[src/sv/arpc_pkg.sv]
// Shared constants, types and command/status structs of the ARP resolver.
package arpc_pkg;

  localparam int CACHE_ENTRIES   = 16;
  localparam int REQUEST_ENTRIES = 8;
  localparam int WAITING_ENTRIES = 16;
  localparam int TAG_BITS        = 16;

  localparam int CW  = (CACHE_ENTRIES > 1) ? $clog2(CACHE_ENTRIES) : 1;
  localparam int RW  = (REQUEST_ENTRIES > 1) ? $clog2(REQUEST_ENTRIES) : 1;
  localparam int WW  = (WAITING_ENTRIES > 1) ? $clog2(WAITING_ENTRIES) : 1;
  localparam int WCW = $clog2(WAITING_ENTRIES + 1);
  localparam int MAXE = (CACHE_ENTRIES > REQUEST_ENTRIES) ?
                        ((CACHE_ENTRIES > WAITING_ENTRIES) ? CACHE_ENTRIES : WAITING_ENTRIES) :
                        ((REQUEST_ENTRIES > WAITING_ENTRIES) ? REQUEST_ENTRIES : WAITING_ENTRIES);
  localparam int IW  = (MAXE > 1) ? $clog2(MAXE) : 1;

  localparam logic [1:0] OP_SEND = 2'd0;
  localparam logic [1:0] OP_RECV = 2'd1;
  localparam logic [1:0] OP_TICK = 2'd2;

  localparam logic [1:0] KIND_IPV4 = 2'd0;
  localparam logic [1:0] KIND_ARP  = 2'd1;
  localparam logic [1:0] ARP_OP_REQUEST = 2'd1;

  localparam logic [2:0] ACT_FRAME     = 3'd0;
  localparam logic [2:0] ACT_ARP_REQ   = 3'd1;
  localparam logic [2:0] ACT_ARP_REPLY = 3'd2;
  localparam logic [2:0] ACT_DELIVER   = 3'd3;
  localparam logic [2:0] ACT_DROP      = 3'd4;

  localparam logic [47:0] BROADCAST_MAC = 48'hFFFF_FFFF_FFFF;

  localparam logic [1:0] CFG_OWN_MAC   = 2'd0;
  localparam logic [1:0] CFG_OWN_IP    = 2'd1;
  localparam logic [1:0] CFG_ENTRY_LT  = 2'd2;
  localparam logic [1:0] CFG_REQ_LT    = 2'd3;

  typedef struct packed {
    logic load;
    logic clr_idx;
    logic scan_c;
    logic scan_r;
    logic scan_w;
    logic do_send;
    logic do_learn;
    logic push_reply;
    logic push_deliver;
    logic flush;
  } cmd_t;

  typedef struct packed {
    logic [1:0] op;
    logic       deliver;
    logic       arp;
    logic       reply;
    logic       hit;
    logic       c_end;
    logic       r_end;
    logic       w_end;
  } sts_t;

endpackage

[src/sv/arpc_ctrl.sv]
// Sequencer of the ARP resolver: steps each item through table scans.
module arpc_ctrl import arpc_pkg::*; (
  input  logic clk,
  input  logic rst_n,
  input  logic start,
  output logic busy,
  input  sts_t sts,
  output cmd_t cmd
);

  localparam logic [2:0] S_IDLE  = 3'd0;
  localparam logic [2:0] S_DISP  = 3'd1;
  localparam logic [2:0] S_CSCAN = 3'd2;
  localparam logic [2:0] S_RSCAN = 3'd3;
  localparam logic [2:0] S_SEND  = 3'd4;
  localparam logic [2:0] S_LEARN = 3'd5;
  localparam logic [2:0] S_WSCAN = 3'd6;
  localparam logic [2:0] S_FIN   = 3'd7;

  logic [2:0] state_r, state_nxt;

  assign busy = (state_r != S_IDLE);

  always_comb begin
    state_nxt = state_r;
    cmd = '0;
    case (state_r)
      S_IDLE: begin
        if (start) begin
          cmd.load = 1'b1;
          cmd.clr_idx = 1'b1;
          state_nxt = S_DISP;
        end
      end
      S_DISP: begin
        case (sts.op)
          OP_SEND, OP_TICK: state_nxt = S_CSCAN;
          OP_RECV: begin
            if (sts.deliver) begin
              cmd.push_deliver = 1'b1;
              state_nxt = S_FIN;
            end else if (sts.arp) begin
              cmd.push_reply = sts.reply;
              state_nxt = S_CSCAN;
            end else begin
              state_nxt = S_FIN;
            end
          end
          default: state_nxt = S_FIN;
        endcase
      end
      S_CSCAN: begin
        cmd.scan_c = 1'b1;
        if (sts.c_end) begin
          cmd.clr_idx = 1'b1;
          if (sts.op == OP_RECV) state_nxt = S_LEARN;
          else if (sts.op == OP_SEND && sts.hit) state_nxt = S_SEND;
          else state_nxt = S_RSCAN;
        end
      end
      S_RSCAN: begin
        cmd.scan_r = 1'b1;
        if (sts.r_end) begin
          cmd.clr_idx = 1'b1;
          state_nxt = (sts.op == OP_TICK) ? S_WSCAN : S_SEND;
        end
      end
      S_SEND: begin
        cmd.do_send = 1'b1;
        state_nxt = S_FIN;
      end
      S_LEARN: begin
        cmd.do_learn = 1'b1;
        state_nxt = S_WSCAN;
      end
      S_WSCAN: begin
        cmd.scan_w = 1'b1;
        if (sts.w_end) begin
          cmd.clr_idx = 1'b1;
          state_nxt = S_FIN;
        end
      end
      S_FIN: begin
        cmd.flush = 1'b1;
        state_nxt = S_IDLE;
      end
      default: state_nxt = S_IDLE;
    endcase
  end

  always_ff @(posedge clk) begin
    if (!rst_n) state_r <= S_IDLE;
    else state_r <= state_nxt;
  end

endmodule

[config.mk]
export PLATFORM = sky130hd
export DESIGN_NAME = arpc_ctrl
export DESIGN_NICKNAME = d
export VERILOG_FILES = /design/src/sv/arpc_pkg.sv /design/src/sv/arpc_ctrl.sv
export SDC_FILE = /design/constraint.sdc
export NUM_CORES = 1
export LEC_CHECK = 0
export ABC_AREA = 1
export CAP_MARGIN = 40
export CELL_PAD_IN_SITES_DETAIL_PLACEMENT = 0
export CELL_PAD_IN_SITES_GLOBAL_PLACEMENT = 2
export CORE_UTILIZATION = 25
export DETAILED_ROUTE_END_ITERATION = 10
export DONT_BUFFER_PORTS = 1
export PLACE_DENSITY_LB_ADDON = 0.1
export REMOVE_ABC_BUFFERS = 1
export SYNTH_ARGS = -nofsm -noshare
export SYNTH_HDL_FRONTEND = slang
export SYNTH_SLANG_ARGS = --single-unit
[constraint.sdc]
create_clock -name clk -period 1.8 [get_ports clk]
set_clock_uncertainty 0.1 [all_clocks]
set_input_delay 0.18 -clock clk [delete_from_list [all_inputs] [get_ports clk]]
set_output_delay 0.18 -clock clk [all_outputs]
set_load 0.1 [all_outputs]
Yosys cells after proc, flatten, opt, wreduce, memory -nomap -nowiden
Index checks and enable logic that the tools add are counted.
{ "totals": {"ff_bits": 3, "in_bits": 12, "out_inout_bits": 11} }
{ "classes": {"n_eq_ne": 13, "muxes": 28, "reduce_logical": 6} }
{ "ops": {"columns": ["cell", "count"], "rows": [
  ["3-bit two-way mux", 8],
  ["3-bit one-hot mux with 8 select lines", 1],
  ["1-bit two-way mux", 13],
  ["3-bit == test, second input constant", 4],
  ["2-bit two-way mux", 4],
  ["2-bit != test, second input constant", 4],
  ["3-bit by 2-bit == test with 1-bit output, second input constant", 2],
  ["3-bit one-hot mux with 2 select lines", 1],
  ["1-bit one-hot mux with 4 select lines", 1],
  ["4-bit AND reduction", 1],
  ["3-bit by 1-bit == test with 1-bit output, second input constant", 1],
  ["3-bit logical NOT", 1],
  ["3-bit nonzero test", 1],
  ["2-bit by 1-bit == test with 1-bit output, second input constant", 1],
  ["2-bit == test, second input constant", 1],
  ["2-bit logical NOT", 1],
  ["2-bit OR reduction", 1],
  ["1-bit logical AND", 1]
]} }

Logic depth before layout (Yosys ltp)
Gate-level depths: netlist of run 1.
{ "depth": {"depth_word": 6, "mapped_depth": 9, "depth_no_buf": 8} }

Worst setup path after synthesis of run 1
No wires, ideal clock.
{ "synth_timing": {"path_type": "flip-flop to output port", "start": "register state_r[1]", "end": "output cmd[8] (netlist name)", "arrival_ps": 3616, "required_time_ps": 1520, "setup_slack_ps": -2096, "stages_incl_launch_ff": 7, "cell_sequence": "dfxtp_1 buf_4 nor2_1 nand2_1 nor2_1 inv_1 o2111ai_1"} }
{ "synth_rtl": {"columns": ["item", "line", "text"], "rows": [
  ["start: declaration", "arpc_ctrl.sv:20", "logic [2:0] state_r, state_nxt;"],
  ["start signal: assignment", "arpc_ctrl.sv:93", "else state_r <= state_nxt;"],
  ["end: declaration", "arpc_ctrl.sv:8", "output cmd_t cmd"]
]} }

==> impl_results.md, run 1 <==
- Status: completed
- Hold Vio Cnt, Final: 0
- Slew HR: between 80% and 90%
- Clock sinks: 3
- Synth warn: 0
- DRC Markers: 0
- Worst-skew pair later-pin latency: around 0.23 ns
- Most common cell after layout, fill and taps aside: nand2_1
- Vias: 523
- FP Rows: 13
- Min Tclk post-route: between 1.5 and 2 ns
- Max FFs per register: 3
- Main area contributors after synthesis: nand2_1 (24%), nor2_1 (17%), dfxtp_1 (15%), inv_1 (11%), nand3_1 (6.3%)
- CTS tree: done
- Die Ht: 41.8 um
- Required time of the critical path: 1.52 ns
- Via density: about 4.8
- R2r setup slk: 0.44 ns
- Worst-path clk slew: 0.04 ns
- Share of synthesized cell area in full adder, half adder and majority cells: 0%
- FF-to-FF End: state_r[0]
- RSZ-0062 raised after global routing: no
- WS Path Type: flip-flop to output pin
- Post-DP Area: 566 um2
- Post-CTS Setup Bufs: 0
- RR Startpoint: state_r[2]
- Sequential element share of the synthesized area: 15.2%
- I/O Buffers: 0
- Hold path endpoint: state_r[2]
- Largest family of logic cells by synthesized area: simple AND/OR/NAND/NOR gates
- 1st-iter DRT viols: 13
- Antenna Nets Post-Route: 0
- Area delta synth->final: 52.8%
- GP Congestion: 0.761
- Synth Cell Area: 395 um2
- Die width: 41.8 um
- Mux contribution to synthesized area: 0%
- Post-Synth Simple-Gate Area: 61.4%
- Hold Crit Start: sts[0]
- Tightest Pin Transition: approximately 0.28 ns
- Final Max Slew Viols: 0
- Layout cells sized above 1: 30.5%
- Synth cell types: 15
- Global-route track usage on met1: ~15%
- Gr usage total: 12.8%
- Post-detailed-routing wire length: 1090 um
- HPWL Detailed: approximately 960 um
- Worst-path fanout max: 8
- MaxCap Viol Count: 0
- Global-route wire length before repair: 1790 um
- Core box area: 1380 um2
- Number of global-route vias before repair: 471
- H-tree depth: 1
- Largest regs: state_r (3)
- Compound-cell area share of the yosys netlist: 7.28%
- HP Class: input pin to flip-flop
- Post-route cell area: 604 um2
- CTS buffer count: 3
- # setup viols final: 0
- Most frequent cells in the layout: nand2_1 (25), nor2_1 (14), inv_1 (12), buf_4 (7), nor2_2 (6)
- Crit path DAT: 1.42 ns
- Avg Inst Size Synth: 4.94 um2
- Initial Util: roughly 29%
- Crit share post-route: a little over nine tenths
- Avg WL per Cell: 9.94 um
- Fin Setup TNS: 0 ns
- Global-route congestion overflow total: 0
- Most area-hungry cell type in the Yosys netlist: nand2_1
- Cell count after synthesis: 80
- FMAX: 0.588 GHz
- # nets final: 108
- FILL cells: 153
- # IOs: 23
- Clk root buf: clkbuf_4
- Number of synthesized register bits: 3
- Synth Area in XOR/XNOR: 0%
- Biggest register: state_r
- Largest net degree at the start of global routing: 11
- M2 GR Usage: 23.1%
- Maximum buffer depth of the clock tree: 2
- R2R cell count: 7
- GR Util met3: around 1.7%
- DRT Pass-1 Iters: 4
- WHS Path Cells: 3
- Post-synth top area share: 23.7%
- Startpoint Class: flip-flop
- Grt peak-use layer: met2
- Initial antenna violation count: 0
- # diodes: 0
- Die area: around 1700 um2
- CP Capture Type: output pin
==> logic make-up (layout without fill, tap and decap cells) <==
logic type	Yosys count	in the layout
DFF	3	3
buffers and inverters	16	31
and+or+nand+nor	56	56
AOI/OAI and AO/OA	5	5
==> per-layer routing <==
layer | part of all wire, % | vias to the layer above
li1 | - | 278
met1 | 46 | 230
met2 | 49 | 15
met3 | 5.2 | 0
met4 | 0 | 0
met5 | 0 | -
==> cell type report <==
| type | count | area, um2 | area share, % |
|---|---|---|---|
| multi-input combinational | 61 | 293 | 48.4 |
| inverter | 15 | 56.3 | 9.32 |
| sequential | 3 | 62.6 | 10.4 |
| tap | 15 | 18.8 | 3.11 |
| clock buffer | 4 | 26.3 | 4.35 |
| timing repair buffer | 12 | 148 | 24.4 |
==> what timing repair did <==
| action | in CTS | in global routing |
|---|---|---|
| hold buffers | 1 | 0 |
| hold endpoints to repair | 3 | 0 |
| setup endpoints to repair | 1 | 1 |
| gates resized for setup | 1 | 1 |
==> cell usage after synthesis <==
cell type / instances
nor2_1: 18
inv_2: 3
nand2_1: 25
inv_1: 12
nor3_1: 1
o21ai_0: 1
nand3_1: 5
dfxtp_1: 3
nor2_2: 2
buf_4: 1
nand4_1: 2
o2111ai_1: 1
nand3_2: 2
a21oi_1: 3
and3_1: 1
==> critical path, cell delays in order, from the launching register on <==
cell and delay [ns]:
dfxtp_1 0.45, inv_2 0.15, nand3_2 0.12, inv_2 0.06, nand2_1 0.07, o2111ai_2 0.14
buf_12 0.20
==> worst max-delay path by stage <==
| stage | slack [ns] | start | cells after the start | end |
|---|---|---|---|---|
| 3_3_place_gp | 0.20 | state_r[1] | 5 | cmd[8] |
| 3_5_place_dp | 0.24 | state_r[1] | 5 | cmd[8] |
| 4_1_cts | 0.07 | state_r[0] | 5 | cmd[8] |
| 2_1_floorplan | -2.05 | state_r[1] | 5 | cmd[8] |
| 5_1_grt | 0.02 | state_r[2] | 6 | cmd[8] |
| 6_report | 0.1 | state_r[2] | 6 | cmd[8] |
==> per-stage QoR <==
stage                     setup WS, ns  std cells  utilization (%)  hold slack, ns
after CTS                       0.0733        110             43.6           0.120
final                           0.0992        110             43.7           0.113
after floorplan                  -2.05         79                -           0.206
after global routing            0.0249        110             43.7           0.155
after detailed placement         0.242        105             40.9           0.217
after global placement           0.196        105             40.9           0.211
Power of run 1 is not shown: default switching activity piles up to over one toggle a cycle in this logic, so the estimate is an artifact.
==> run 2, diff against run 1 <==
--- a/config.mk
+++ b/config.mk
@@ -9,7 +9,7 @@
 export CAP_MARGIN = 40
 export CELL_PAD_IN_SITES_DETAIL_PLACEMENT = 0
 export CELL_PAD_IN_SITES_GLOBAL_PLACEMENT = 2
-export CORE_UTILIZATION = 25
+export CORE_UTILIZATION = 26
 export DETAILED_ROUTE_END_ITERATION = 10
 export DONT_BUFFER_PORTS = 1
 export PLACE_DENSITY_LB_ADDON = 0.1
==> run 2 against run 1 <==
Routed wire length is 3.2% lower. Fmax hardly changed. Flip-flop and latch count stayed put. Die area is 3.7% lower. Final area stayed put. Worst setup slack hardly changed. Largest cell class unchanged. Sequential share of layout area stayed put. Via count is 2.7% lower. First-iteration DRC count is 46% lower. Non-clock buffer count stayed put.
==> impl_results.md, run 2 (synthesis gave the netlist of run 1 again) <==
- Largest net degree at the start of global routing: 11 (unchanged)
- Required time of the critical path: 1.52 ns (about the same)
- FILL cells: 152 (was 153)
- Layout cells sized above 1: 30.5% (unchanged)
- Reg area: 62.6 um2 (unchanged)
- Post-DP Area: 566 um2 (unchanged)
- FMAX: 0.588 GHz (about the same)
- Slew HR: 82.5% (was 81.3%)
- Max FFs per register: 3 (unchanged)
- Crit path DAT: 1.42 ns (about the same)
- H-tree depth: 1 (unchanged)
- Vias: 509 (was 523)
- Worst-skew pair later-pin latency: 0.24 ns (was 0.23 ns)
- Status: completed (unchanged)
- Placed Cells: 105 (unchanged)
- Post-route cell area: 604 um2 (unchanged)
- Largest regs: state_r (3) (unchanged)
- Slowest stage delay, CP: 0.45 ns (about the same)
- Startpoint Class: flip-flop (unchanged)
- MaxCap Viol Count: 0 (unchanged)
- Global-route congestion overflow total: 0 (unchanged)
- # setup viols final: 0 (unchanged)
- Gr usage total: 15.0% (was 12.8%)
- Fin Setup TNS: 0 ns (unchanged)
- CTS buffer count: 3 (unchanged)
- # IOs: 23 (unchanged)
- Core box area: 1350 um2 (was 1380 um2)
- Most common cell after layout, fill and taps aside: nand2_1 (unchanged)
- Pre-CTS WS: 0.265 ns (was 0.242 ns)
- # nets final: 108 (unchanged)
- WS Path Type: flip-flop to output pin (unchanged)
- RSZ-0062 raised after global routing: no (unchanged)
- Worst-path fanout max: 6 (was 8)
- Number of global-route vias before repair: 431 (was 471)
- Final Non-Filler Cells: 110 (unchanged)
- Tightest Pin Transition: 0.259 ns (was 0.278 ns)
- Setup WS post-layout: 0.0993 ns (was 0.0992 ns)
- Initial antenna violation count: 0 (unchanged)
- Post-detailed-routing wire length: 1060 um (was 1090 um)
- Worst-path clk slew: 0.04 ns (about the same)
- Multi-input logic area: 293 um2 (unchanged)
- CTS tree: done (unchanged)
- CP cell instances: nand2_1 > nor2_1 > and3_1 > buf_12 (was inv_2 > nand3_2 > inv_2 > nand2_1 > o2111ai_2 > buf_12)
- Die Ht: 41.0 um (was 41.8 um)
- Final Max Slew Viols: 0 (unchanged)
- Die area: 1680 um2 (was 1740 um2)
- I/O Buffers: 0 (unchanged)
- Maximum buffer depth of the clock tree: 2 (unchanged)
- DRC Markers: 0 (unchanged)
- Initial Util: 29.3% (was 28.6%)
- Top delay family on crit path: simple AND/OR/NAND/NOR gates (was flip-flops)
- Area delta synth->final: 52.8% (unchanged)
- Crit-path slowest cell: dfxtp_1 (unchanged)
- Clock sinks: 3 (unchanged)
- HP Class: input pin to flip-flop (unchanged)
- HPWL Detailed: 912 um (was 958 um)
- Min Tclk post-route: 1.70 ns (about the same)
- GP Congestion: 0.743 (was 0.761)
- Crit share post-route: 94.5% (about the same)
- Avg WL per Cell: 9.62 um (was 9.94 um)
- Hold Vio Cnt, Final: 0 (unchanged)
- Via density: 4.63 (was 4.75)
- Die width: 41.0 um (was 41.8 um)
- DRT Pass-1 Iters: 4 (unchanged)
- # diodes: 0 (unchanged)
- Most frequent cells in the layout: nand2_1 (25), nor2_1 (14), inv_1 (12), buf_4 (7), nor2_2 (6) (unchanged)
- Post-CTS Setup Bufs: 0 (unchanged)
- Biggest register: state_r (unchanged)
- CP Capture Type: output pin (unchanged)
- Worst Path Buf+Inv: 1 (was 3)
- FP Rows: 13 (unchanged)
- Clk root buf: clkbuf_4 (unchanged)
- Global-route wire length before repair: 1680 um (was 1790 um)
- Antenna Nets Post-Route: 0 (unchanged)
- 1st-iter DRT viols: 7 (was 13)
==> run 2: stage by stage <==
| step | hold slack (ns) | utilization [%] |
|---|---|---|
| floorplan | 0.206 | - |
| global placement | 0.218 | 41.9 |
| detailed placement | 0.220 | 41.9 |
| CTS | 0.119 | 44.6 |
| global route | 0.140 | 44.8 |
| finish | 0.112 | 44.8 |
==> run 2: worst min-delay path, delay by kind of cell <==
kind,cells,cell delay (ns)
buf+inv,1,0.04
compound gates,1,0.08
simple gates,1,0.11
==> run 2: final timing paths <==
check / start / to / slack, ns / depth (start not counted)
worst max-delay path: state_r[0] / cmd[1] / 0.1 / 4
worst min-delay path: sts[0] / state_r[2] / 0.11 / 3
worst max register to register: state_r[0] / state_r[2] / 0.47 / 6
worst min register to register: state_r[1] / state_r[1] / 0.45 / 2
==> run 2: per-layer routing <==
metal / wire [um] / up-vias / global-route usage, %
met5: 0 / - / 0
met4: 0 / 0 / 2.50
met3: 80 / 0 / 4.89
met2: 503 / 19 / 25.8
met1: 474 / 212 / 18.1
li1: - / 278 / -
==> run 2: area by class of cell <==
type / instances / share of cell area [%]
Multi-Input combinational cell: 61 / 48.4
Clock buffer: 4 / 4.35
Inverter: 15 / 9.32
Sequential cell: 3 / 10.4
Timing Repair Buffer: 12 / 24.4
Tap cell: 15 / 3.11
==> run 2: repair_timing <==
action | 4_1_cts | 5_1_grt
endpoints found under the setup margin | 0 | 1
gates resized for setup | 0 | 2
endpoints found under the hold margin | 3 | 0
hold buffers | 1 | 0
Power of run 2 is left out for the same reason.
